<file path="src/design/lprf_pkg.sv">
`default_nettype none
package lprf_pkg;

    // point and angle formats
    localparam int COORD_BITS    = 20;
    localparam int STRENGTH_BITS = 16;
    localparam int AZ_BITS       = 16;
    localparam int ANGLE_STAGES  = 16;
    localparam int TAB_LEN       = 24;
    localparam int SH_W          = 5;
    localparam int GUARD_SHIFT   = 24;
    localparam int ANG_FRAC      = 16;
    localparam int ATAN_W        = 30;
    localparam int ACC_W         = 34;
    localparam int Q_W           = ACC_W - ANG_FRAC;
    localparam int ROT_W         = COORD_BITS + GUARD_SHIFT + 4;
    localparam int SQ_W          = 2 * COORD_BITS;
    localparam int R2_W          = SQ_W + 1;
    localparam int HALF_TURN     = 18000;
    localparam int FULL_TURN     = 36000;

    // stream and register port
    localparam int POINT_BITS = 3 * COORD_BITS + STRENGTH_BITS;
    localparam int TDATA_W    = ((POINT_BITS + 7) / 8) * 8;
    localparam int APB_DW     = 32;
    localparam int APB_AW     = 5;
    localparam int REG_IDX_W  = 3;

    localparam logic [REG_IDX_W-1:0] REG_HEIGHT_MIN  = 3'd0;
    localparam logic [REG_IDX_W-1:0] REG_HEIGHT_MAX  = 3'd1;
    localparam logic [REG_IDX_W-1:0] REG_RANGE_MIN   = 3'd2;
    localparam logic [REG_IDX_W-1:0] REG_RANGE_MAX   = 3'd3;
    localparam logic [REG_IDX_W-1:0] REG_AZIMUTH_MIN = 3'd4;
    localparam logic [REG_IDX_W-1:0] REG_AZIMUTH_MAX = 3'd5;

    typedef struct packed {
        logic [STRENGTH_BITS-1:0]     strength;
        logic signed [COORD_BITS-1:0] z;
        logic signed [COORD_BITS-1:0] y;
        logic signed [COORD_BITS-1:0] x;
    } point_t;

    // one item as it moves down the rotation chain
    typedef struct packed {
        logic                    keep;
        logic                    orig;
        logic signed [ACC_W-1:0] acc;
        logic signed [ROT_W-1:0] rx;
        logic signed [ROT_W-1:0] ry;
        point_t                  pt;
    } cordic_t;

    // atan(2^-i) in units of 2^-16 of 0.01 degree
    function automatic logic [ATAN_W-1:0] atan_unit(input logic [SH_W-1:0] idx);
        logic [ATAN_W-1:0] v;
        case (idx)
            5'd0:  v = 30'd294912000;
            5'd1:  v = 30'd174096719;
            5'd2:  v = 30'd91987925;
            5'd3:  v = 30'd46694507;
            5'd4:  v = 30'd23437865;
            5'd5:  v = 30'd11730358;
            5'd6:  v = 30'd5866610;
            5'd7:  v = 30'd2933484;
            5'd8:  v = 30'd1466764;
            5'd9:  v = 30'd733385;
            5'd10: v = 30'd366693;
            5'd11: v = 30'd183346;
            5'd12: v = 30'd91673;
            5'd13: v = 30'd45837;
            5'd14: v = 30'd22918;
            5'd15: v = 30'd11459;
            5'd16: v = 30'd5730;
            5'd17: v = 30'd2865;
            5'd18: v = 30'd1432;
            5'd19: v = 30'd716;
            5'd20: v = 30'd358;
            5'd21: v = 30'd179;
            5'd22: v = 30'd90;
            5'd23: v = 30'd45;
            default: v = '0;
        endcase
        return v;
    endfunction

endpackage
`default_nettype wire

</file>
<file path="src/design/lprf_cordic_cell.sv">
`default_nettype none
module lprf_cordic_cell (
    input  wire logic                        aclk,
    input  wire logic                        aresetn,
    input  wire logic                        en,
    input  wire logic [lprf_pkg::SH_W-1:0]   shift_amt,
    input  wire logic [lprf_pkg::ATAN_W-1:0] atan_step,
    input  wire logic                        in_vld,
    input  wire lprf_pkg::cordic_t           in_item,
    output logic                             out_vld,
    output lprf_pkg::cordic_t                out_item
);
    import lprf_pkg::*;

    logic signed [ROT_W-1:0] rx, ry, tx, ty;
    logic signed [ACC_W-1:0] acc, step;
    logic                    up;
    logic                    vld_reg;
    cordic_t                 item_reg;

    assign rx   = in_item.rx;
    assign ry   = in_item.ry;
    assign acc  = in_item.acc;
    assign tx   = rx >>> shift_amt;
    assign ty   = ry >>> shift_amt;
    assign step = ACC_W'(atan_step);
    // rotate toward the x axis: y >= 0 turns clockwise
    assign up   = !ry[ROT_W-1];

    always_ff @(posedge aclk) begin
        if (!aresetn) begin
            vld_reg <= 1'b0;
        end else if (en) begin
            vld_reg <= in_vld;
        end
    end

    always_ff @(posedge aclk) begin
        if (en) begin
            item_reg.keep <= in_item.keep;
            item_reg.orig <= in_item.orig;
            item_reg.pt   <= in_item.pt;
            item_reg.rx   <= up ? rx + ty : rx - ty;
            item_reg.ry   <= up ? ry - tx : ry + tx;
            item_reg.acc  <= up ? acc + step : acc - step;
        end
    end

    assign out_vld  = vld_reg;
    assign out_item = item_reg;

endmodule
`default_nettype wire

</file>
<file path="config.mk">
export PLATFORM = sky130hd
export DESIGN_NAME = lprf_cordic_cell
export DESIGN_NICKNAME = d
export VERILOG_FILES = /design/src/design/lprf_pkg.sv /design/src/design/lprf_cordic_cell.sv
export SDC_FILE = /design/constraint.sdc
export NUM_CORES = 1
export LEC_CHECK = 0
export ABC_AREA = 1
export BUFFER_PORTS_ARGS = -buffer_cell sky130_fd_sc_hd__buf_2
export CAP_MARGIN = 20
export CORE_MARGIN = 1
export CORE_UTILIZATION = 48
export CTS_CLUSTER_SIZE = 40
export DETAILED_ROUTE_END_ITERATION = 8
export PLACE_DENSITY_LB_ADDON = 0.25
export SLEW_MARGIN = 20
export SYNTH_ARGS = -nofsm -noshare
export SYNTH_HDL_FRONTEND = slang
export SYNTH_SLANG_ARGS = --single-unit
</file>
<file path="constraint.sdc">
create_clock -name aclk -period 8.1 [get_ports aclk]
set_input_delay 0.81 -clock aclk [delete_from_list [all_inputs] [get_ports aclk]]
set_output_delay 0.81 -clock aclk [all_outputs]
set_load 0.02 [all_outputs]
</file>
==> run_results.csv <==
group,metric,value,unit
power,swShare,0.428,
synth,syn_area,23600,sq um
synth,synth_flop_cell,"edfxtp_1",
floorplan,row_count,80,
clock_network,cts_resized,0,
flow_run,max_cap_viol_count,0,
floorplan,io_pins,456,
route,drt_first_pass_iters,7,
cells_and_area,fin_cells,4588,
synth,synth_edf_count,208,
sta,worst_pin_slew,1.06,ns
power,cell_internal_pwr,2.89,mW
run_status,outcome,"finished, final reports clean",
placed_design,dpl_cell_area,26100,sq um
floorplan,die-area,50000,sq um
grt,antenna_found_initial,1,
clock_network,tritoncts,"built",
critical_path,cp.arrival,6.26,ns
clock_network,cts_sinks,209,
power,p_leak,13.0,nW
floorplan,fp.dieW,224,microns
route,wl,83500,microns
floorplan,die_y,224,microns
cells_and_area,final_common_cell,"nand2_1",
clock_network,post_cts_buffers,0,
clock_network,hold_buffers,0,
synth,ys_seq_area_frac,0.266,
synth,netlist_instances,3578,
power,power_density,189,nW/um^2
critical_path,crit_path_end_kind,"flop",
floorplan,start_util,0.491,
route,wl_per_cell,18.2,microns
sta,finalHoldViolations,0,
sta,period_share,0.737,
grt,grt_pass1_wl,126000,microns
cells_and_area,syn_to_final_growth,13.8,%
power,power_switching,2.17,mW
grt,grt_usage,0.321,
sta,finalSetupViolCount,0,
synth,ys_types,48,
critical_path,cp-start-kind,"input pin",
synth,ys_async_sr_fraction,0,
cells_and_area,layout-drive-gt1-share,0.149,
placed_design,gp_congestion,1.05,
critical_path,reg2reg_depth,2,
power,power_frac_clock,0.205,
synth,synthesis.nets,3974,
route,vias_per_cell,5.62,
clock_network,cts_buffers,25,
route,drc,0,
clock_network,cts-root-buf,"clkbuf_16",
route,dr.first_iter.drc_count,2738,
sta,fmax,167,MHz
clock_network,clk_latency,0.54,ns
power,pwr-share-comb,0.491,
route,ant_nets,0,
synth,synth.avg_cell_area,6.59,sq um
placed_design,dpl.hpwl,68700,microns
clock_network,cts_max_level,1,
sta,relSlewSlack,0.294,
critical_path,regToRegEndpoint,"out_vld",
cells_and_area,final_cell_area,26800,sq um
hold_path,hold_depth,1,
sta,final.setup_skew,0,ns
synth,ys_seq_elements,209,
placed_design,place_inst,4545,
cells_and_area,fin_nets,4353,
floorplan,coreArea,48000,sq um
clock_network,clockBufferDepth,3,
hold_path,hold_path_end,"out_item[72]",
sta,rsz0062_at_grt,"no",
hold_path,hold_start,"in_item[72]",
grt,gr-total-overflow,0,
grt,grt_max_degree,93,
power,peakVddDrop,0.198,mV
power,pwr-share-seq,0.304,
grt,grt_pass1_vias,23572,
critical_path,criticalPathCategory,"in -> reg",
synth,yosysWarnings,0,
clock_network,path_clk_slew,0.06,ns
sta,min_period,5.97,ns
critical_path,cp_data_required_time,8.39,ns
critical_path,worst-path-max-fanout,79,
critical_path,r2r-start,"out_vld",
placed_design,io_buffer_count,455,
route,vias,25807,
hold_path,hold_path.class,"in -> reg",
sta,drv_slew,0,
critical_path,reg2reg_slack,7.46,ns
cells_and_area,final_cell_mix,"nand2_1, nand3_1, buf_2, nor2_1, inv_1",
sta,tns,0,ns
==> Yosys cell counts (all sizes together), types with 5 or more instances <==
cell type,count,area (sq um)
nor2,322,1260
o21ai,153,807
a31oi,58,363
xor2,131,1150
a21oi,184,925
nand2,1080,4160
inv,312,1180
nor4,6,37.5
a21boi,8,60.1
o211ai,23,173
xnor2,76,666
a21o,7,52.6
edfxtp,208,6250
o21bai,9,67.6
nand4,34,213
clkbuf,25,93.8
ha,146,1830
o21a,16,120
o221ai,5,43.8
nor3,20,100
nand3,626,3170
nand3b,8,60.1
buf,96,569
==> final cells by class <==
class | count | area, sq um
clock inverters | 9 | 76.3
multi-input cells | 2934 | 15500
well taps | 615 | 769
fillers | 4913 | 21200
repair buffers | 473 | 2420
diodes | 1 | 2.50
flip-flops and latches | 209 | 6270
clock buffers | 33 | 656
inverters | 314 | 1180
==> registers in the layout (all words and copies together), names as in the netlist <==
register	cells
out_item	208
out_vld	1
==> power groups by stage <==
stage	Sequential, mW	Clock, mW	Combinational, mW
floorplan	1.84	0	1.43
global placement	1.56	0	2.44
detailed placement	1.56	0	2.44
CTS	1.54	1.07	2.45
global route	1.56	1.10	2.72
finish	1.54	1.04	2.48
==> cell families after synthesis <==
kind of cell	Yosys count	synth area share
compound gates	475	0.115
xor+xnor	207	0.0769
fa+ha+maj	149	0.0800
buf+inv	435	0.0783
flops	209	0.266
simple gates	2103	0.384
==> how the worst max path moves through the flow <==
stage / startpoint / endpoint / slack (ns)
after floorplan: shift_amt[2] / out_item[99] / 3.65
after global placement: shift_amt[1] / out_item[168] / 1.76
after detailed placement: shift_amt[0] / out_item[168] / 1.77
after CTS: shift_amt[0] / out_item[168] / 2.36
after global routing: shift_amt[1] / out_item[99] / 1.89
final: shift_amt[0] / out_item[168] / 2.13
==> metrics by stage <==
step                      setup slack [ns]  utilization  total power [mW]  hold WS, ns
after detailed placement              1.77        0.543              4.00        0.532
after global routing                  1.89        0.559              5.38        0.409
after global placement                1.76        0.543              4.00        0.516
after CTS                             2.36        0.559              5.06        0.399
final                                 2.13        0.559              5.06        0.424
after floorplan                       3.65            -              3.27        0.606
==> routing by layer <==
metal,global-route usage,routed length [microns]
met5,0,0
met4,0.111,3040
met3,0.0491,7200
met2,0.528,37600
met1,0.428,35700
==> worst max-delay path, stage by stage <==
cell      delay [ns]
buf_4           0.28
buf_4           0.65
nand2_1         0.14
nand3_1         0.16
nand3_1         0.13
nand3_1         0.12
o21ai_1         0.10
o21ai_1         0.37
inv_1           0.12
ha_1            0.21
nand3_1         0.18
nor2_1          0.10
nand3b_1        0.11
nand2_2         0.13
xnor2_1         0.20
ha_1            0.41
nand2_1         0.13
nor2_1          0.22
nand2_1         0.11
nor4_1          0.61
nand3_1         0.34
nand4_1         0.27
a31oi_1         0.14
xor2_1          0.16
Power figures use the tool's default switching activity.
