--- src/design/lprf_pkg.sv ---
`default_nettype none
package lprf_pkg;

    // point and angle formats
    localparam int COORD_BITS    = 20;
    localparam int STRENGTH_BITS = 16;
    localparam int AZ_BITS       = 16;
    localparam int ANGLE_STAGES  = 16;
    localparam int TAB_LEN       = 24;
    localparam int SH_W          = 5;
    localparam int GUARD_SHIFT   = 24;
    localparam int ANG_FRAC      = 16;
    localparam int ATAN_W        = 30;
    localparam int ACC_W         = 34;
    localparam int Q_W           = ACC_W - ANG_FRAC;
    localparam int ROT_W         = COORD_BITS + GUARD_SHIFT + 4;
    localparam int SQ_W          = 2 * COORD_BITS;
    localparam int R2_W          = SQ_W + 1;
    localparam int HALF_TURN     = 18000;
    localparam int FULL_TURN     = 36000;

    // stream and register port
    localparam int POINT_BITS = 3 * COORD_BITS + STRENGTH_BITS;
    localparam int TDATA_W    = ((POINT_BITS + 7) / 8) * 8;
    localparam int APB_DW     = 32;
    localparam int APB_AW     = 5;
    localparam int REG_IDX_W  = 3;

    localparam logic [REG_IDX_W-1:0] REG_HEIGHT_MIN  = 3'd0;
    localparam logic [REG_IDX_W-1:0] REG_HEIGHT_MAX  = 3'd1;
    localparam logic [REG_IDX_W-1:0] REG_RANGE_MIN   = 3'd2;
    localparam logic [REG_IDX_W-1:0] REG_RANGE_MAX   = 3'd3;
    localparam logic [REG_IDX_W-1:0] REG_AZIMUTH_MIN = 3'd4;
    localparam logic [REG_IDX_W-1:0] REG_AZIMUTH_MAX = 3'd5;

    typedef struct packed {
        logic [STRENGTH_BITS-1:0]     strength;
        logic signed [COORD_BITS-1:0] z;
        logic signed [COORD_BITS-1:0] y;
        logic signed [COORD_BITS-1:0] x;
    } point_t;

    // one item as it moves down the rotation chain
    typedef struct packed {
        logic                    keep;
        logic                    orig;
        logic signed [ACC_W-1:0] acc;
        logic signed [ROT_W-1:0] rx;
        logic signed [ROT_W-1:0] ry;
        point_t                  pt;
    } cordic_t;

    // atan(2^-i) in units of 2^-16 of 0.01 degree
    function automatic logic [ATAN_W-1:0] atan_unit(input logic [SH_W-1:0] idx);
        logic [ATAN_W-1:0] v;
        case (idx)
            5'd0:  v = 30'd294912000;
            5'd1:  v = 30'd174096719;
            5'd2:  v = 30'd91987925;
            5'd3:  v = 30'd46694507;
            5'd4:  v = 30'd23437865;
            5'd5:  v = 30'd11730358;
            5'd6:  v = 30'd5866610;
            5'd7:  v = 30'd2933484;
            5'd8:  v = 30'd1466764;
            5'd9:  v = 30'd733385;
            5'd10: v = 30'd366693;
            5'd11: v = 30'd183346;
            5'd12: v = 30'd91673;
            5'd13: v = 30'd45837;
            5'd14: v = 30'd22918;
            5'd15: v = 30'd11459;
            5'd16: v = 30'd5730;
            5'd17: v = 30'd2865;
            5'd18: v = 30'd1432;
            5'd19: v = 30'd716;
            5'd20: v = 30'd358;
            5'd21: v = 30'd179;
            5'd22: v = 30'd90;
            5'd23: v = 30'd45;
            default: v = '0;
        endcase
        return v;
    endfunction

endpackage
`default_nettype wire

--- src/design/lprf_front.sv ---
`default_nettype none
module lprf_front (
    input  wire logic                           aclk,
    input  wire logic                           aresetn,
    input  wire logic                           en,
    input  wire logic                           in_vld,
    input  wire lprf_pkg::point_t               in_pt,
    input  wire logic [lprf_pkg::COORD_BITS-1:0] height_min,
    input  wire logic [lprf_pkg::COORD_BITS-1:0] height_max,
    input  wire logic [lprf_pkg::SQ_W-1:0]      range_min_sq,
    input  wire logic [lprf_pkg::SQ_W-1:0]      range_max_sq,
    output logic                                out_vld,
    output lprf_pkg::cordic_t                   out_item
);
    import lprf_pkg::*;

    logic signed [COORD_BITS-1:0] x, y, z;
    logic                         x_neg;
    logic [COORD_BITS-1:0]        ax, ay;
    logic signed [ROT_W-1:0]      xe, ye, px, py;
    logic                         hok;

    // stage a: squares, height window, half-turn pre-rotation
    logic                    a_vld_reg;
    point_t                  a_pt_reg;
    logic [SQ_W-1:0]         a_sqx_reg, a_sqy_reg;
    logic                    a_hok_reg, a_orig_reg;
    logic signed [ROT_W-1:0] a_rx_reg, a_ry_reg;
    logic signed [ACC_W-1:0] a_acc_reg;

    logic [R2_W-1:0] r2;
    logic            rok;
    logic            b_vld_reg;
    cordic_t         b_item_reg;

    assign x     = in_pt.x;
    assign y     = in_pt.y;
    assign z     = in_pt.z;
    assign x_neg = x[COORD_BITS-1];
    assign ax    = x_neg ? COORD_BITS'(-x) : COORD_BITS'(x);
    assign ay    = y[COORD_BITS-1] ? COORD_BITS'(-y) : COORD_BITS'(y);
    assign xe    = ROT_W'(x);
    assign ye    = ROT_W'(y);
    assign px    = x_neg ? -xe : xe;
    assign py    = x_neg ? -ye : ye;
    assign hok   = (z >= $signed(height_min)) && (z <= $signed(height_max));

    always_ff @(posedge aclk) begin
        if (!aresetn) begin
            a_vld_reg <= 1'b0;
            b_vld_reg <= 1'b0;
        end else if (en) begin
            a_vld_reg <= in_vld;
            b_vld_reg <= a_vld_reg;
        end
    end

    always_ff @(posedge aclk) begin
        if (en) begin
            a_pt_reg   <= in_pt;
            a_sqx_reg  <= SQ_W'(ax) * SQ_W'(ax);
            a_sqy_reg  <= SQ_W'(ay) * SQ_W'(ay);
            a_hok_reg  <= hok;
            a_orig_reg <= (x == '0) && (y == '0);
            a_rx_reg   <= px <<< GUARD_SHIFT;
            a_ry_reg   <= py <<< GUARD_SHIFT;
            a_acc_reg  <= x_neg ? ACC_W'(HALF_TURN * (2 ** ANG_FRAC)) : '0;
        end
    end

    // stage b: squared range against squared window
    assign r2  = R2_W'(a_sqx_reg) + R2_W'(a_sqy_reg);
    assign rok = (r2 >= R2_W'(range_min_sq)) && (r2 <= R2_W'(range_max_sq));

    always_ff @(posedge aclk) begin
        if (en) begin
            b_item_reg.keep <= a_hok_reg && rok;
            b_item_reg.orig <= a_orig_reg;
            b_item_reg.acc  <= a_acc_reg;
            b_item_reg.rx   <= a_rx_reg;
            b_item_reg.ry   <= a_ry_reg;
            b_item_reg.pt   <= a_pt_reg;
        end
    end

    assign out_vld  = b_vld_reg;
    assign out_item = b_item_reg;

endmodule
`default_nettype wire

--- config.mk ---
export PLATFORM = sky130hd
export DESIGN_NAME = lprf_front
export DESIGN_NICKNAME = d
export VERILOG_FILES = /design/src/design/lprf_pkg.sv /design/src/design/lprf_front.sv
export SDC_FILE = /design/constraint.sdc
export NUM_CORES = 2
export LEC_CHECK = 0
export ABC_CLOCK_PERIOD_IN_PS = 15400
export BUFFER_PORTS_ARGS = -buffer_cell sky130_fd_sc_hd__buf_4
export CORE_MARGIN = 2
export CORE_UTILIZATION = 40
export DETAILED_ROUTE_END_ITERATION = 8
export RECOVER_POWER = 25
export SLEW_MARGIN = 20
export SYNTH_ARGS = -nofsm -noshare
export SYNTH_HDL_FRONTEND = slang
export SYNTH_SLANG_ARGS = --single-unit
--- constraint.sdc ---
create_clock -name aclk -period 15.4 [get_ports aclk]
set_input_delay 1.54 -clock aclk [delete_from_list [all_inputs] [get_ports aclk]]
set_output_delay 1.54 -clock aclk [all_outputs]
set_load 0.05 [all_outputs]
==> impl_metrics.csv <==
group,metric,value,unit
timing,period_share,76.62,%
setup_path,cp.depth,33,
synthesis,synth_edf_count,324,
setup_path,worst_path_max_delay_cell,"xor2_1",
grt,grt_max_degree,116,
placement,place.detailed.hpwl,82180,µm
final_layout,finalNonFillerCells,5443,
placement,place_area,0.04282,mm²
timing,report.final.hold_viol_count,0,
grt,grt_pass1_wl,156400,µm
cts,clkTransAtPathRegs,60,ps
die,initial_core_util,40.43,%
timing,fmax,84.75,MHz
cts,cts-root-buf,"clkbuf_16",
synthesis,seq_area_frac_synth,24.99,%
setup_path,worst-path-buf-inv,8,
synthesis,synth_top_area_share,28.67,%
cts,clock_path_buffers,3,
setup_path,criticalPathCategory,"in2reg",
setup_path,max_stage_delay,800,ps
final_layout,final_area,0.04382,mm²
run,maxCapViolCount,0,
setup_path,cp-end-kind,"register",
timing,drv_slew,0,
cts,insertion_delay,580,ps
die,std_cell_rows,114,
cts,h-tree-depth,2,
grt,gr-total-overflow,0,
synthesis,avgSynthCellArea,10.25,µm²
die,die_h,316.6,µm
min_path,hold_depth,0,
grt,grt_antenna_before_repair,1,
die,die_area,0.1003,mm²
cts,ctsResizeCount,0,
timing,fin_crit,11800,ps
synthesis,synthArstFlopShare,0,%
setup_path,worstPathRequired,15710,ps
timing,whs,406.7,ps
synthesis,yosysTopAreaCell,"fa_1",
final_layout,fillers,9255,
cts,clock_sinks,326,
outcome,status,"finished clean",
placement,placed_cells,5373,
timing,setup_violations,0,
timing,relSlewSlack,26.56,%
synthesis,ys_types,73,
detailed_routing,drt_iter0_drc,1736,
synthesis,synth_area_leaders,"fa_1 29%, edfxtp_1 25%, ha_1 15%",
detailed_routing,routed_via_density,4.941,
detailed_routing,routed_wl,99100,µm
cts,cts_tree,"built",
cts,cts_setup_buffers,0,
final_layout,drive_above_1_share,9.458,%
detailed_routing,drtPass1Iterations,5,
die,die_x,316.6,µm
synthesis,synth_seq_cells,326,
die,io_pins,409,
timing,tightest_slew,1097,ps
detailed_routing,route.detailed.drc,0,
synthesis,netlist_instances,3815,
final_layout,final_nets,5353,
placement,gp_congestion,0.9004,
setup_path,arrival,12110,ps
placement,port_buffers,331,
setup_path,critPathLaunchType,"input port",
timing,clock_skew,19.72,ps
detailed_routing,wire_per_inst,18.21,µm
grt,grt_pass1_vias,28360,
setup_path,rr_worst_depth,18,
setup_path,critPathMaxFanout,15,
min_path,hold_path_class,"reg2reg",
grt,grtUsageTotal,20.36,%
final_layout,largest_register_ffs,124,
cts,cts_buffers,39,
timing,rsz0062_at_grt,"false",
cts,hold_buffers,0,
synthesis,syn_area,0.03910,mm²
timing,setup_tns,0,ps
final_layout,area_growth,12.08,%
detailed_routing,dr_total_vias,26890,
die,core-area,0.09671,mm²
synthesis,synth_ff_type,"edfxtp_1",
detailed_routing,ant_nets,0,
setup_path,path_delay_family,"adder cells",
synthesis,ys_warn_count,0,
-- routing by layer --
metal	up-vias	GRT usage, %	share of wire [%]
li1	12630	-	-
met1	13330	25.78	41
met2	801	34.30	48
met3	128	5.278	8.2
met4	0	5.928	3.0
met5	-	0	0
-- stage by stage --
| step | worst slack (ps) | utilization (%) |
|---|---|---|
| floorplan | 4917 | - |
| global placement | 3369 | 44.28 |
| detailed placement | 3156 | 44.28 |
| CTS | 3758 | 45.52 |
| global route | 3009 | 45.31 |
| finish | 3601 | 45.31 |
-- kinds of logic after synthesis --
kind of cell | Yosys count | share of synthesized area [%]
buffers and inverters | 1065 | 11.06
AOI/OAI and AO/OA | 463 | 7.569
and+or+nand+nor | 761 | 8.897
adders and majority gates | 1015 | 43.24
other | 1 | 0.009592
muxes | 5 | 0.1312
DFF | 326 | 24.99
xor gates and xnor gates | 179 | 4.106
-- layout by cell type (no fill, tap or decap), drive strengths merged, types with 22 or more instances in the layout --
cell type | Yosys | final
nand2 | 319 | 319
a21o | 106 | 106
edfxtp | 324 | 324
nand4 | 38 | 38
nor2 | 213 | 213
clkinv | 3 | 23
clkbuf | 67 | 115
nor3 | 22 | 22
fa | 560 | 560
and2 | 33 | 33
a21oi | 146 | 146
o21ai | 85 | 85
nand2b | 30 | 30
xor2 | 61 | 61
conb | 1 | 81
nor2b | 25 | 25
ha | 455 | 455
buf | 92 | 290
inv | 903 | 905
nand3 | 22 | 22
xnor2 | 118 | 118
-- layout make-up --
class / instances / area [µm²] / share of cell area, %
timing repair buffer: 361 / 2504 / 5.714
antenna: 1 / 2.502 / 0.005711
inverter: 906 / 3401 / 7.761
clock inverter: 25 / 203.9 / 0.4654
sequential: 326 / 9769 / 22.30
multi-input combinational: 2504 / 25350 / 57.85
clock buffer: 44 / 994.7 / 2.270
tap: 1276 / 1597 / 3.644
-- cells in the mapped netlist, drive strengths merged (67+ instances only) --
cell type,number
fa,560
clkbuf,67
inv,903
ha,455
edfxtp,324
nor2,213
o21ai,85
xnor2,118
a21oi,146
buf,92
a21o,106
nand2,319
-- worst paths after layout --
check | from | end | slack, ps
max reg2reg | a_sqy_reg[4]$_DFFE_PP_ | out_item[207]$_DFFE_PP_ | 8580
min reg2reg | a_pt_reg[47]$_DFFE_PP_ | out_item[47]$_DFFE_PP_ | 410
max | in_pt[20] | a_sqy_reg[39]$_DFFE_PP_ | 3600
min | a_pt_reg[47]$_DFFE_PP_ | out_item[47]$_DFFE_PP_ | 410
Power is left out: the tool's default activity adds up to more than one toggle a clock period on the data nets, which glitch-free logic cannot reach.
