**src/design/lprf_pkg.sv**
```systemverilog
`default_nettype none
package lprf_pkg;

    // point and angle formats
    localparam int COORD_BITS    = 20;
    localparam int STRENGTH_BITS = 16;
    localparam int AZ_BITS       = 16;
    localparam int ANGLE_STAGES  = 16;
    localparam int TAB_LEN       = 24;
    localparam int SH_W          = 5;
    localparam int GUARD_SHIFT   = 24;
    localparam int ANG_FRAC      = 16;
    localparam int ATAN_W        = 30;
    localparam int ACC_W         = 34;
    localparam int Q_W           = ACC_W - ANG_FRAC;
    localparam int ROT_W         = COORD_BITS + GUARD_SHIFT + 4;
    localparam int SQ_W          = 2 * COORD_BITS;
    localparam int R2_W          = SQ_W + 1;
    localparam int HALF_TURN     = 18000;
    localparam int FULL_TURN     = 36000;

    // stream and register port
    localparam int POINT_BITS = 3 * COORD_BITS + STRENGTH_BITS;
    localparam int TDATA_W    = ((POINT_BITS + 7) / 8) * 8;
    localparam int APB_DW     = 32;
    localparam int APB_AW     = 5;
    localparam int REG_IDX_W  = 3;

    localparam logic [REG_IDX_W-1:0] REG_HEIGHT_MIN  = 3'd0;
    localparam logic [REG_IDX_W-1:0] REG_HEIGHT_MAX  = 3'd1;
    localparam logic [REG_IDX_W-1:0] REG_RANGE_MIN   = 3'd2;
    localparam logic [REG_IDX_W-1:0] REG_RANGE_MAX   = 3'd3;
    localparam logic [REG_IDX_W-1:0] REG_AZIMUTH_MIN = 3'd4;
    localparam logic [REG_IDX_W-1:0] REG_AZIMUTH_MAX = 3'd5;

    typedef struct packed {
        logic [STRENGTH_BITS-1:0]     strength;
        logic signed [COORD_BITS-1:0] z;
        logic signed [COORD_BITS-1:0] y;
        logic signed [COORD_BITS-1:0] x;
    } point_t;

    // one item as it moves down the rotation chain
    typedef struct packed {
        logic                    keep;
        logic                    orig;
        logic signed [ACC_W-1:0] acc;
        logic signed [ROT_W-1:0] rx;
        logic signed [ROT_W-1:0] ry;
        point_t                  pt;
    } cordic_t;

    // atan(2^-i) in units of 2^-16 of 0.01 degree
    function automatic logic [ATAN_W-1:0] atan_unit(input logic [SH_W-1:0] idx);
        logic [ATAN_W-1:0] v;
        case (idx)
            5'd0:  v = 30'd294912000;
            5'd1:  v = 30'd174096719;
            5'd2:  v = 30'd91987925;
            5'd3:  v = 30'd46694507;
            5'd4:  v = 30'd23437865;
            5'd5:  v = 30'd11730358;
            5'd6:  v = 30'd5866610;
            5'd7:  v = 30'd2933484;
            5'd8:  v = 30'd1466764;
            5'd9:  v = 30'd733385;
            5'd10: v = 30'd366693;
            5'd11: v = 30'd183346;
            5'd12: v = 30'd91673;
            5'd13: v = 30'd45837;
            5'd14: v = 30'd22918;
            5'd15: v = 30'd11459;
            5'd16: v = 30'd5730;
            5'd17: v = 30'd2865;
            5'd18: v = 30'd1432;
            5'd19: v = 30'd716;
            5'd20: v = 30'd358;
            5'd21: v = 30'd179;
            5'd22: v = 30'd90;
            5'd23: v = 30'd45;
            default: v = '0;
        endcase
        return v;
    endfunction

endpackage
`default_nettype wire

```
**src/design/lprf_back.sv**
```systemverilog
`default_nettype none
module lprf_back (
    input  wire logic                         aclk,
    input  wire logic                         aresetn,
    input  wire logic                         en,
    input  wire logic                         in_vld,
    input  wire lprf_pkg::cordic_t            in_item,
    input  wire logic [lprf_pkg::AZ_BITS-1:0] azimuth_min,
    input  wire logic [lprf_pkg::AZ_BITS-1:0] azimuth_max,
    output logic                              emit,
    output lprf_pkg::point_t                  emit_pt
);
    import lprf_pkg::*;

    logic signed [ACC_W-1:0] rsum;
    logic signed [Q_W-1:0]   q;
    logic [AZ_BITS-1:0]      az;

    logic               a_vld_reg, a_keep_reg;
    logic [AZ_BITS-1:0] a_az_reg;
    point_t             a_pt_reg;
    logic               emit_reg;
    point_t             pt_reg;

    // round half up, then wrap once into one turn
    assign rsum = in_item.acc + ACC_W'(2 ** (ANG_FRAC - 1));
    assign q    = rsum[ACC_W-1:ANG_FRAC];
    always_comb begin
        if (in_item.orig) begin
            az = '0;
        end else if (q[Q_W-1]) begin
            az = AZ_BITS'(q + Q_W'(FULL_TURN));
        end else begin
            az = AZ_BITS'(q);
        end
    end

    always_ff @(posedge aclk) begin
        if (!aresetn) begin
            a_vld_reg <= 1'b0;
            emit_reg  <= 1'b0;
        end else if (en) begin
            a_vld_reg <= in_vld;
            emit_reg  <= a_vld_reg && a_keep_reg &&
                         (a_az_reg >= azimuth_min) && (a_az_reg <= azimuth_max);
        end
    end

    always_ff @(posedge aclk) begin
        if (en) begin
            a_keep_reg <= in_item.keep;
            a_az_reg   <= az;
            a_pt_reg   <= in_item.pt;
            pt_reg     <= a_pt_reg;
        end
    end

    assign emit    = emit_reg;
    assign emit_pt = pt_reg;

endmodule
`default_nettype wire

```
**config.mk**
```make
export PLATFORM = sky130hd
export DESIGN_NAME = lprf_back
export DESIGN_NICKNAME = d
export VERILOG_FILES = /design/src/design/lprf_pkg.sv /design/src/design/lprf_back.sv
export SDC_FILE = /design/constraint.sdc
export NUM_CORES = 1
export LEC_CHECK = 0
export ABC_AREA = 0
export BUFFER_PORTS_ARGS = -buffer_cell sky130_fd_sc_hd__clkbuf_2
export CAP_MARGIN = 20
export CORE_ASPECT_RATIO = 0.75
export CORE_MARGIN = 2
export CORE_UTILIZATION = 50
export CTS_CLUSTER_DIAMETER = 60
export CTS_CLUSTER_SIZE = 12
export DETAILED_ROUTE_END_ITERATION = 12
export PLACE_DENSITY = 0.85
export REMOVE_ABC_BUFFERS = 1
export SLEW_MARGIN = 20
export SYNTH_ARGS = -nofsm -noshare
export SYNTH_HDL_FRONTEND = slang
export SYNTH_SLANG_ARGS = --single-unit
```
**constraint.sdc**
```tcl
create_clock -name aclk -period 7.3 [get_ports aclk]
set_input_delay 0.365 -clock aclk [delete_from_list [all_inputs] [get_ports aclk]]
set_output_delay 0.365 -clock aclk [all_outputs]
set_load 0.005 [all_outputs]
```
==> results.md, run 1 <==
Detailed routing:
- The first detailed-routing pass ran for 4 iterations.
- The detailed router's first-iteration violation count is 320.
- The average detailed-routed wire length per instance is 15.8 um.
- Using the TritonRoute via totals, the vias-per-cell ratio works out to 5.10.
- Wires add up to 13000 um.
- The final antenna-violating net count is 0.
- The DRC violation count after routing is 0.
- The via total after detailed routing is 4188.

Floorplan:
- 321 I/O pins were placed.
- The die covers 14600 um^2.
- For this configuration, the core starts out at a cell density of 0.517.
- The area of the core is 13200 um^2.
- In this run the vertical extent of the chip is 105 um.
- Row generation in the floorplan step produced 36 rows.
- The die is 139 um wide.

Setup path:
- Data arrives at the worst endpoint at 2.86 ns.
- Data on the critical path is required at its endpoint by 7.45 ns.
- The type of origin of the critical path is an input pin.
- The worst setup path is of the input pin to register kind.
- The kind of end point of the critical path is a register.
- The largest fanout on the critical path is 10.

Clock tree:
- CTS built an H-tree with a depth of 4.
- The number of gates resized after CTS was 0.
- TritonCTS built the clock tree.
- The clock buffer count from CTS is 17.
- The root buffer selected by CTS is sky130_fd_sc_hd__clkbuf_16.
- The count of buffers added by post-CTS timing repair for setup is 0.
- For this design, the CTS-stage hold fixing added 0 buffers.
- The clock reaches the later pin of the worst-skew pair after 0.42 ns.
- After clock tree synthesis, the clock-pin slew on the worst setup and hold paths is 0.07 ns.
- The worst-case clock buffer depth is 2.
- Counting every sink on the clock net gives 171.

GRT:
- The via count of the first global-routing pass came to 4125.
- For this run, the total global-route usage over all layers was measured as 0.179.
- The sum of overflow across all layers after global routing is 0.
- The global-route wire length before repair is 20200 um.
- The maximum number of pins on one net before global-route repair is 88.
- The initial antenna violation count came to 0.

Synthesis:
- The post-synthesis adder-cell area fraction is 0.0626.
- Of the total synthesized cell area, the portion taken by XOR and XNOR cells is 0.0232.
- The count of flip-flops with a built-in enable after synthesis is 169.
- Of the total synthesized cell area, the portion taken by AND, OR, NAND and NOR gates is 0.0760.
- The synthesized netlist cell count is 415.
- The netlist uses 51 different library cells.
- Yosys printed 0 warnings.
- In this run, synthesis produced a sequential element count of 171.
- In the synthesized netlist the dominant register cell turns out to be sky130_fd_sc_hd__edfxtp_1.
- The share of synthesized registers carrying an async set or reset is 0.
- The post-synthesis sequential area ratio is 0.753.
- In this run the mean area of a mapped cell was 16.4 um^2.
- The synthesized netlist occupies a cell area of 6800 um^2.
- The portion of netlist area occupied by mux cells is 0.00479.
- The share of the synthesized area in compound gates (AO/OA/AOI/OAI) is 0.0534.
- By area, the combinational part of the netlist is dominated by simple AND/OR/NAND/NOR gates.

Placement:
- The routability-driven placement congestion ratio is 0.877.
- In this run the tool buffered the top-level ports with 209 buffer cells.
- Detailed placement ended at an HPWL of 9510 um.

Timing:
- The final count of pins violating max slew is 0.
- Headroom to the max-slew limit came out at 0.303.
- The final count of hold timing violations came to 0.
- For the pin with the worst max-slew slack, the measured transition is 1.05 ns.
- On the final layout, the worst clock skew is 0.00925 ns.
- Setup repair after global routing left no endpoint under its margin.
- Setup violations remaining at the end of the flow were counted as 0.
- The sum of negative setup slack is 0 ns.
- The final cycle utilization of the critical path is 0.372.
- The worst path in the final design needs a cycle of 2.71 ns, including I/O delays and setup.
- Timing would allow up to 0.368 GHz.

Final layout:
- Leaving out fill and tap cells, the most frequent cell in the layout is sky130_fd_sc_hd__clkbuf_2.
- The final layout contains 915 nets.
- Of the cells placed in the final design, the portion with a size suffix greater than 1 is 0.389.
- In the layout the commonest cells are sky130_fd_sc_hd__clkbuf_2, sky130_fd_sc_hd__edfxtp_1, sky130_fd_sc_hd__ha_1.
- The number of fill cells is 926.
- From synthesis to final layout, the design area changed by 27.4%.
- The core occupancy in the finished layout is 0.658.
- The repair_antennas step left the layout with diodes totalling 0.

Run status:
- The run finished with clean final reports.

Power and ir drop:
- The power density over cell area is 270 nW/um^2.
- For this design the static power due to leakage is 3.65 nW.
- The maximum VDD drop is 0.000250 V.

Min path:
- The worst hold path belongs to the class input pin to register.

Job:
- The reported max-cap violation count is 0.
==> worst paths after layout <==
check	start	end	slack, ns	depth (start not counted)
setup / recovery	in_item[187]	a_az_reg[9]	4.59	9
hold / removal	in_item[54]	a_pt_reg[54]	0.11	1
setup reg to reg	a_az_reg[13]	emit	5.28	8
hold reg to reg	a_pt_reg[24]	emit_pt[24]	0.41	0
==> final cells by class <==
class | count | area [um^2] | area share
flip-flops and latches | 171 | 5110 | 0.591
inverters | 33 | 124 | 0.0143
well taps | 171 | 214 | 0.0247
clock inverters | 15 | 226 | 0.0262
multi-input cells | 204 | 1500 | 0.173
repair buffers | 210 | 1060 | 0.122
clock buffers | 17 | 425 | 0.0491
==> routing by layer <==
metal / part of all wire / track usage
met5: 0 / 0
met1: 0.42 / 0.227
met2: 0.49 / 0.286
met3: 0.074 / 0.0600
met4: 0.021 / 0.0729
==> stage by stage <==
step                std cells  hold WS (ns)  total power [mW]  area (um^2)  setup WS (ns)
floorplan                 408         0.400              1.27         6730           4.61
global placement          789         0.400              1.37         8010           4.31
detailed placement        789         0.405              1.38         8010           4.18
CTS                       821        0.0927              2.36         8660           4.65
global route              821        0.0846              2.43         8660           4.49
finish                    821         0.112              2.34         8660           4.59
==> worst max-delay path, stage by stage <==
cell	delay [ns]
sky130_fd_sc_hd__clkbuf_2	0.11
sky130_fd_sc_hd__ha_1	0.24
sky130_fd_sc_hd__nand4_2	0.20
sky130_fd_sc_hd__or4_4	0.58
sky130_fd_sc_hd__or3_1	0.35
sky130_fd_sc_hd__and2_1	0.28
sky130_fd_sc_hd__o311a_1	0.40
sky130_fd_sc_hd__nor3_1	0.24
sky130_fd_sc_hd__nor3_2	0.09
==> where the power goes <==
part           internal [mW]  total (mW)  leakage [nW]  switching (mW)
Clock                  0.587       0.972         0.312           0.385
Sequential              1.17        1.19          1.67          0.0240
Combinational         0.0820       0.175          1.67          0.0925
Total                   1.83        2.34          3.65           0.501
==> cells in the mapped netlist (all sizes together) (3+ instances only) <==
master,n,share of area
nand4,9,0.0092
nand2,14,0.0077
a21oi,15,0.011
inv,33,0.018
nor2b,6,0.0055
o21ai,12,0.0088
ha,34,0.063
and2,3,0.0028
a211oi,4,0.0044
xnor2,13,0.017
xor2,5,0.0064
a21o,8,0.0088
nand3,13,0.0096
buf,4,0.0061
nand4b,3,0.0039
clkbuf,3,0.0031
edfxtp,169,0.75
or3,4,0.0039
and3,3,0.0028
o21a,5,0.0055
nor3,7,0.0066
nor2,19,0.010
==> logic make-up (layout without fill, tap and decap cells) <==
kind of cell / after synthesis / count (layout)
flip-flops: 171 / 171
XOR/XNOR: 18 / 18
AO/OA/AOI/OAI: 56 / 56
buffers and inverters: 40 / 275
multiplexers: 3 / 3
AND/OR/NAND/NOR: 93 / 93
adder cells (fa/ha/maj): 34 / 34
No activity file was read; power rests on OpenSTA's default activity.
==> run 2, diff against run 1 <==
--- a/config.mk
+++ b/config.mk
@@ -10,11 +10,11 @@
 export CAP_MARGIN = 20
 export CORE_ASPECT_RATIO = 0.75
 export CORE_MARGIN = 2
-export CORE_UTILIZATION = 50
+export CORE_UTILIZATION = 46
 export CTS_CLUSTER_DIAMETER = 60
 export CTS_CLUSTER_SIZE = 12
 export DETAILED_ROUTE_END_ITERATION = 12
-export PLACE_DENSITY = 0.85
+export PLACE_DENSITY = 0.79
 export REMOVE_ABC_BUFFERS = 1
 export SLEW_MARGIN = 20
 export SYNTH_ARGS = -nofsm -noshare
==> constraint.sdc (replaced) <==
create_clock -name aclk -period 2.8 [get_ports aclk]
set_input_delay 0.14 -clock aclk [delete_from_list [all_inputs] [get_ports aclk]]
set_output_delay 0.14 -clock aclk [all_outputs]
set_load 0.005 [all_outputs]
==> results.md, run 2 (synthesized netlist as in run 1, its figures left out) <==
Run status:
- Result of the run: finished clean (unchanged).

Floorplan:
- The floorplan die area came to 15800 um^2 (was 14600 um^2).
- The initial core utilization was 0.470 (was 0.517).
- The die span in y is 109 um (was 105 um).
- The placement row count came to 38 (was 36).
- The horizontal die dimension is 144 um (was 139 um).
- The number of top-level pins was 321 (unchanged).
- The area of the core is 14500 um^2 (was 13200 um^2).

Setup path:
- The launch point of the worst reg-to-reg path is a_az_reg[13] (unchanged).
- The termination of the worst setup path is a_az_reg[14] (was a_az_reg[9]).
- The worst setup path startpoint is in_item[187] (unchanged).
- The kind of end point of the critical path is a register (unchanged).
- The number of cells on the worst reg-to-reg path is 8 (unchanged).
- The slack of the worst reg-to-reg path is 0.81 ns (was 5.28 ns).
- The type of origin of the critical path is an input pin (unchanged).
- The largest fanout on the critical path is 8 (was 10).
- The capture point of the worst reg-to-reg path is emit (unchanged).
- The arrival time of data at the critical path endpoint is 2.37 ns (was 2.86 ns).
- The startpoint-to-endpoint class of the critical path is input pin to register (unchanged).
- The data required time at the worst endpoint is 2.97 ns (was 7.45 ns).

Final layout:
- The number of antenna repair diodes is 0 (unchanged).
- The post-synthesis to final-layout area growth is 39.0% (was 27.4%).
- Commonest cells after routing, fill and taps aside: sky130_fd_sc_hd__clkbuf_2, sky130_fd_sc_hd__edfxtp_1, sky130_fd_sc_hd__dlygate4sd3_1 (was sky130_fd_sc_hd__clkbuf_2, sky130_fd_sc_hd__edfxtp_1, sky130_fd_sc_hd__ha_1).
- The final layout net count is 998 (was 915).
- The share of final-layout standard cells stronger than drive strength 1 is 0.348 (was 0.389).
- The area occupied by multi-input gates is 1500 um^2 (unchanged).
- The sequential cell area in the final layout is 5110 um^2 (unchanged).
- The number of fill cells is 1034 (was 926).
- The non-filler instance count after layout is 933 (was 821).
- The commonest non-fill, non-tap cell in the layout is sky130_fd_sc_hd__clkbuf_2 (unchanged).

Detailed routing:
- The average detailed-routed wire length per instance is 16.1 um (was 15.8 um).
- The DRC violation count after routing is 0 (unchanged).
- The number of iterations in the first detailed-routing pass is 6 (was 4).
- The total length of routed wires is 15000 um (was 13000 um).
- The detailed router's first-iteration violation count is 256 (was 320).
- The via total after detailed routing is 4531 (was 4188).
- The number of vias per cell is 4.86 (was 5.10).
- The final antenna-violating net count is 0 (unchanged).

Timing:
- The final count of pins violating max slew is 0 (unchanged).
- The upper clock frequency limit is 0.455 GHz.
- The final count of hold timing violations was 0 (unchanged).
- The relative slew slack was 0.607 (was 0.303).
- The post-layout minimum cycle time is 2.20 ns.
- The pin slew with the least headroom to its limit was 0.586 ns (was 1.05 ns).
- Setup repair after global routing missed its margin: no (unchanged).
- The clock tree skew after final layout is 0.00684 ns (was 0.00925 ns).
- The final cycle utilization of the critical path is 0.785.
- The sum of negative setup slack came to 0 ns (unchanged).
- The number of failing setup endpoints in the final timing report came to 0 (unchanged).

Placement:
- The routability-driven placement congestion ratio was 0.897 (was 0.877).
- The placed wire-length estimate came to 10000 um (was 9510 um).
- The cell count after placement came to 822 (was 789).
- The number of buffer cells added on primary ports came to 209 (unchanged).

Clock tree:
- The clock transition at the registers of the reported paths is 0.06 ns (was 0.07 ns).
- The clock insertion delay at the later pin of the skew report was 0.43 ns (was 0.42 ns).
- The maximum level of the CTS H-tree came to 4 (unchanged).
- The clock buffer count from CTS is 17 (unchanged).
- The TritonCTS clock tree is done (unchanged).
- The worst-case clock buffer depth is 2 (unchanged).
- The root buffer selected by CTS is sky130_fd_sc_hd__clkbuf_16 (unchanged).
- The sink count of the clock tree came to 171 (unchanged).
- The number of gates given a new drive strength after cts is 0 (unchanged).

Min path:
- The type of the worst min-delay path was input pin to register (unchanged).

Power and ir drop:
- The maximum VDD drop is 0.000290 V (was 0.000250 V).
- The leakage power summed over all cells is 3.97 nW (was 3.65 nW).
- The power density over cell area is 624 nW/um^2 (was 270 nW/um^2).

Job:
- The reported max-cap violation count is 0 (unchanged).

GRT:
- The global router's overall resource usage is 0.192 (was 0.179).
- The sum of overflow across all layers after global routing is 0 (unchanged).
- The via count of the first global-routing pass is 4558 (was 4125).
- The initial antenna violation count is 0 (unchanged).
- The maximum number of pins on one net before global-route repair came to 74 (was 88).
- The global-route wire length before repair is 22400 um (was 20200 um).
## run 2: cell types whose count changed in the layout (fill, tap and decap cells not counted), moves of 2 or more
cell / before / now
sky130_fd_sc_hd__clkinv_4: 0 / 4
sky130_fd_sc_hd__clkinv_2: 0 / 2
sky130_fd_sc_hd__bufinv_16: 4 / 1
sky130_fd_sc_hd__buf_4: 1 / 4
sky130_fd_sc_hd__dlygate4sd3_1: 0 / 79
sky130_fd_sc_hd__inv_6: 6 / 3
## run 2: per-stage QoR
step | area [um^2] | hold WS [ns] | total power, mW | util | worst slack [ns]
global route | 9450 | 0.144 | 6.11 | 0.654 | 0.469
global placement | 8090 | 0.318 | 3.58 | 0.559 | 0.232
detailed placement | 8090 | 0.319 | 3.62 | 0.559 | 0.142
CTS | 9450 | 0.0969 | 5.92 | 0.654 | 0.605
floorplan | 6730 | 0.239 | 3.31 | - | 0.332
finish | 9450 | 0.114 | 5.89 | 0.654 | 0.603
## run 2: critical path, cell delays in order
cell,delay (ns)
sky130_fd_sc_hd__clkbuf_2,0.10
sky130_fd_sc_hd__ha_1,0.24
sky130_fd_sc_hd__nand4_2,0.14
sky130_fd_sc_hd__or4_4,0.54
sky130_fd_sc_hd__or3_1,0.33
sky130_fd_sc_hd__and2_1,0.19
sky130_fd_sc_hd__buf_4,0.17
sky130_fd_sc_hd__a31oi_1,0.25
sky130_fd_sc_hd__nand3_1,0.11
sky130_fd_sc_hd__nor3b_1,0.16
## run 2: worst min path at each step
stage                      start           end  slack, ns  depth (start not counted)
global route        in_item[192]   a_az_reg[4]       0.14                          3
finish              in_item[192]   a_az_reg[4]       0.11                          3
global placement     in_item[34]  a_pt_reg[34]       0.32                          1
floorplan           in_item[207]    a_keep_reg       0.24                          0
detailed placement   in_item[35]  a_pt_reg[35]       0.32                          1
CTS                 in_item[191]   a_az_reg[3]        0.1                          3
## run 2: where the power goes
group / switching [mW] / internal [mW]
clock: 0.988 / 1.24
combinational: 0.270 / 0.290
sequential: 0.0642 / 3.04
total: 1.32 / 4.57
## run 2: repair_timing
item | 4_1_cts | 5_1_grt
setup buffers | 0 | 0
hold endpoints to repair | 79 | 0
hold buffers | 79 | 0
## run 2: metal layers
metal,share of wire,global-route usage,vias to the layer above
met5,0,0,-
met4,0.031,0.0999,0
met3,0.069,0.0567,39
met2,0.51,0.335,181
met1,0.39,0.215,2124
li1,-,-,2187
## run 2: final cells by class
cell class,instances,area share
Multi-Input combinational cell,204,0.158
Timing Repair Buffer,293,0.200
Clock buffer,18,0.0454
Clock inverter,14,0.0148
Sequential cell,171,0.541
Inverter,33,0.0131
Tap cell,200,0.0265
==> run 3, diff against run 2 <==
==> constraint.sdc (replaced) <==
create_clock -name aclk -period 2.1 [get_ports aclk]
set_input_delay 0.105 -clock aclk [delete_from_list [all_inputs] [get_ports aclk]]
set_output_delay 0.105 -clock aclk [all_outputs]
set_load 0.005 [all_outputs]
==> results.md, run 3 (synthesized netlist as in run 1, its figures left out) <==
Timing:
- The pin slew with the least headroom to its limit is 0.564 ns (was 0.586 ns).
- The final count of hold timing violations is 0 (unchanged).
- The final count of pins violating max slew was 0 (unchanged).
- The upper clock frequency limit is 0.500 GHz.
- Counting I/O delays and the setup requirement, the final critical path takes 2.00 ns.
- The relative slew slack is 0.622 (was 0.607).
- The number of failing setup endpoints in the final timing report was 0 (unchanged).
- The final worst hold slack is 0.00969 ns (was 0.114 ns).
- The final cycle utilization of the critical path is 0.952.
- The worst setup slack after layout is 0.102 ns (was 0.603 ns).
- The clock tree skew after final layout is 0.0113 ns (was 0.00684 ns).
- Setup repair after global routing missed its margin: no (unchanged).

Floorplan:
- The area of the core is 14500 um^2 (unchanged).
- The number of top-level pins is 321 (unchanged).
- The floorplan die area is 15800 um^2 (unchanged).
- The horizontal die dimension came to 144 um (unchanged).
- The placement row count is 38 (unchanged).
- The die span in y is 109 um (unchanged).
- The initial core utilization is 0.470 (unchanged).

Final layout:
- The cell area after layout is 9760 um^2 (was 9450 um^2).
- The non-filler instance count after layout is 973 (was 933).
- Commonest cells after routing, fill and taps aside: sky130_fd_sc_hd__clkbuf_2, sky130_fd_sc_hd__edfxtp_1, sky130_fd_sc_hd__dlygate4sd3_1 (unchanged).
- The final layout net count is 1037 (was 998).
- The post-synthesis to final-layout area growth is 43.6% (was 39.0%).
- The share of final-layout standard cells stronger than drive strength 1 was 0.386 (was 0.348).
- The commonest non-fill, non-tap cell in the layout is sky130_fd_sc_hd__clkbuf_2 (unchanged).

Clock tree:
- The root buffer selected by CTS is sky130_fd_sc_hd__clkbuf_16 (unchanged).
- The clock insertion delay at the later pin of the skew report came to 0.43 ns (about the same).
- The maximum level of the CTS H-tree is 4 (unchanged).
- The TritonCTS clock tree was done (unchanged).
- The worst-case clock buffer depth is 2 (unchanged).
- The clock transition at the registers of the reported paths came to 0.06 ns (about the same).
- The sink count of the clock tree is 171 (unchanged).
- The clock buffer count from CTS is 17 (unchanged).
- The count of buffers added by post-CTS timing repair for setup is 0 (unchanged).

Setup path:
- The largest fanout on the critical path is 2 (was 8).
- The kind of end point of the critical path was a register (unchanged).
- The cell at the slowest stage of the critical path is sky130_fd_sc_hd__edfxtp_1 (was sky130_fd_sc_hd__or4_4).
- The startpoint-to-endpoint class of the critical path is register to register (was input pin to register).
- Worst-path cell chain: ha_1 -> a21o_1 -> a21o_1 -> a21oi_1 -> o22a_1 -> nand3_1 -> a21oi_1 -> o221a_2 (was clkbuf_2 -> ha_1 -> nand4_2 -> or4_4 -> or3_1 -> and2_1 -> buf_4 -> a31oi_1 -> nand3_1 -> nor3b_1).
- The arrival time of data at the critical path endpoint is 2.36 ns (was 2.37 ns).
- The type of origin of the critical path was a register (was input pin).
- The stage delay of the slowest cell on the critical path is 0.44 ns (was 0.54 ns).
- The data required time at the worst endpoint is 2.46 ns (was 2.97 ns).

GRT:
- The global-route wire length before repair is 23100 um (was 22400 um).
- The maximum number of pins on one net before global-route repair is 83 (was 74).
- The initial antenna violation count is 1 (was 0).
- The via count of the first global-routing pass is 4729 (was 4558).
- The sum of overflow across all layers after global routing is 0 (unchanged).
- The global router's overall resource usage is 0.198 (was 0.192).

Run status:
- Result of the run: finished clean (unchanged).

Detailed routing:
- The number of iterations in the first detailed-routing pass was 6 (unchanged).
- The average detailed-routed wire length per instance is 16.0 um (was 16.1 um).
- The DRC violation count after routing is 0 (unchanged).
- The final antenna-violating net count came to 0 (unchanged).
- The number of vias per cell came to 4.89 (was 4.86).
- The total length of routed wires is 15600 um (was 15000 um).
- The detailed router's first-iteration violation count is 298 (was 256).
- The via total after detailed routing is 4754 (was 4531).

Power and ir drop:
- The maximum VDD drop is 0.000487 V (was 0.000290 V).
- The power density over cell area is 812 nW/um^2 (was 624 nW/um^2).
- The power after layout is 7.92 mW (was 5.89 mW).
- The leakage power summed over all cells is 4.16 nW (was 3.97 nW).

Job:
- The reported max-cap violation count was 0 (unchanged).

Placement:
- The placed wire-length estimate came to 10600 um (was 10000 um).
- The number of buffer cells added on primary ports is 209 (unchanged).
- The cell count after placement came to 862 (was 822).
- The worst slack at placement is -0.351 ns (was 0.142 ns).
- The total placed instance area is 8390 um^2 (was 8090 um^2).
- The routability-driven placement congestion ratio came to 0.842 (was 0.897).

Min path:
- The type of the worst min-delay path is input pin to register (unchanged).
[run 3: worst paths after layout]
check | cells past startpoint | startpoint | slack, ns | endpoint
setup / recovery | 8 | a_az_reg[9] | 0.10 | emit
hold / removal | 3 | in_vld | 0.01 | a_vld_reg
setup reg to reg | 8 | a_az_reg[9] | 0.10 | emit
hold reg to reg | 0 | a_pt_reg[52] | 0.42 | emit_pt[52]
[run 3: worst max-delay path, delay by kind of cell, from the launching register on]
| kind | cells | cell delay (ns) |
|---|---|---|
| flops | 1 | 0.44 |
| compound gates | 6 | 1.11 |
| simple gates | 1 | 0.07 |
| fa+ha+maj | 1 | 0.33 |
[run 3: per-layer routing]
layer / share of wire / track usage / up-vias
li1: - / - / 2268
met1: 0.39 / 0.221 / 2291
met2: 0.53 / 0.357 / 174
met3: 0.072 / 0.0690 / 21
met4: 0.014 / 0.0638 / 0
met5: 0 / 0 / -
[run 3: per-stage QoR]
step / TNS (ns) / util
floorplan: -0.650 / -
global placement: -1.70 / 0.580
detailed placement: -2.23 / 0.580
CTS: 0 / 0.673
global route: 0 / 0.675
finish: 0 / 0.675
[run 3: cell type report]
type,count,area [um^2]
Sequential cell,171,5110
Fill cell,1035,4700
Timing Repair Buffer,332,2180
Multi-Input combinational cell,204,1520
Clock buffer,17,425
Tap cell,200,250
Clock inverter,15,141
Inverter,33,124
Antenna cell,1,2.50
[run 3: report_power, final]
part	internal, mW	switching, mW
clock	1.65	1.33
sequential	4.05	0.0834
combinational	0.431	0.380
[run 3: what timing repair did]
item,4_1_cts,5_1_grt
setup endpoints to repair,0,3
resized for setup,0,4
hold buffers,78,0
hold endpoints to repair,79,0
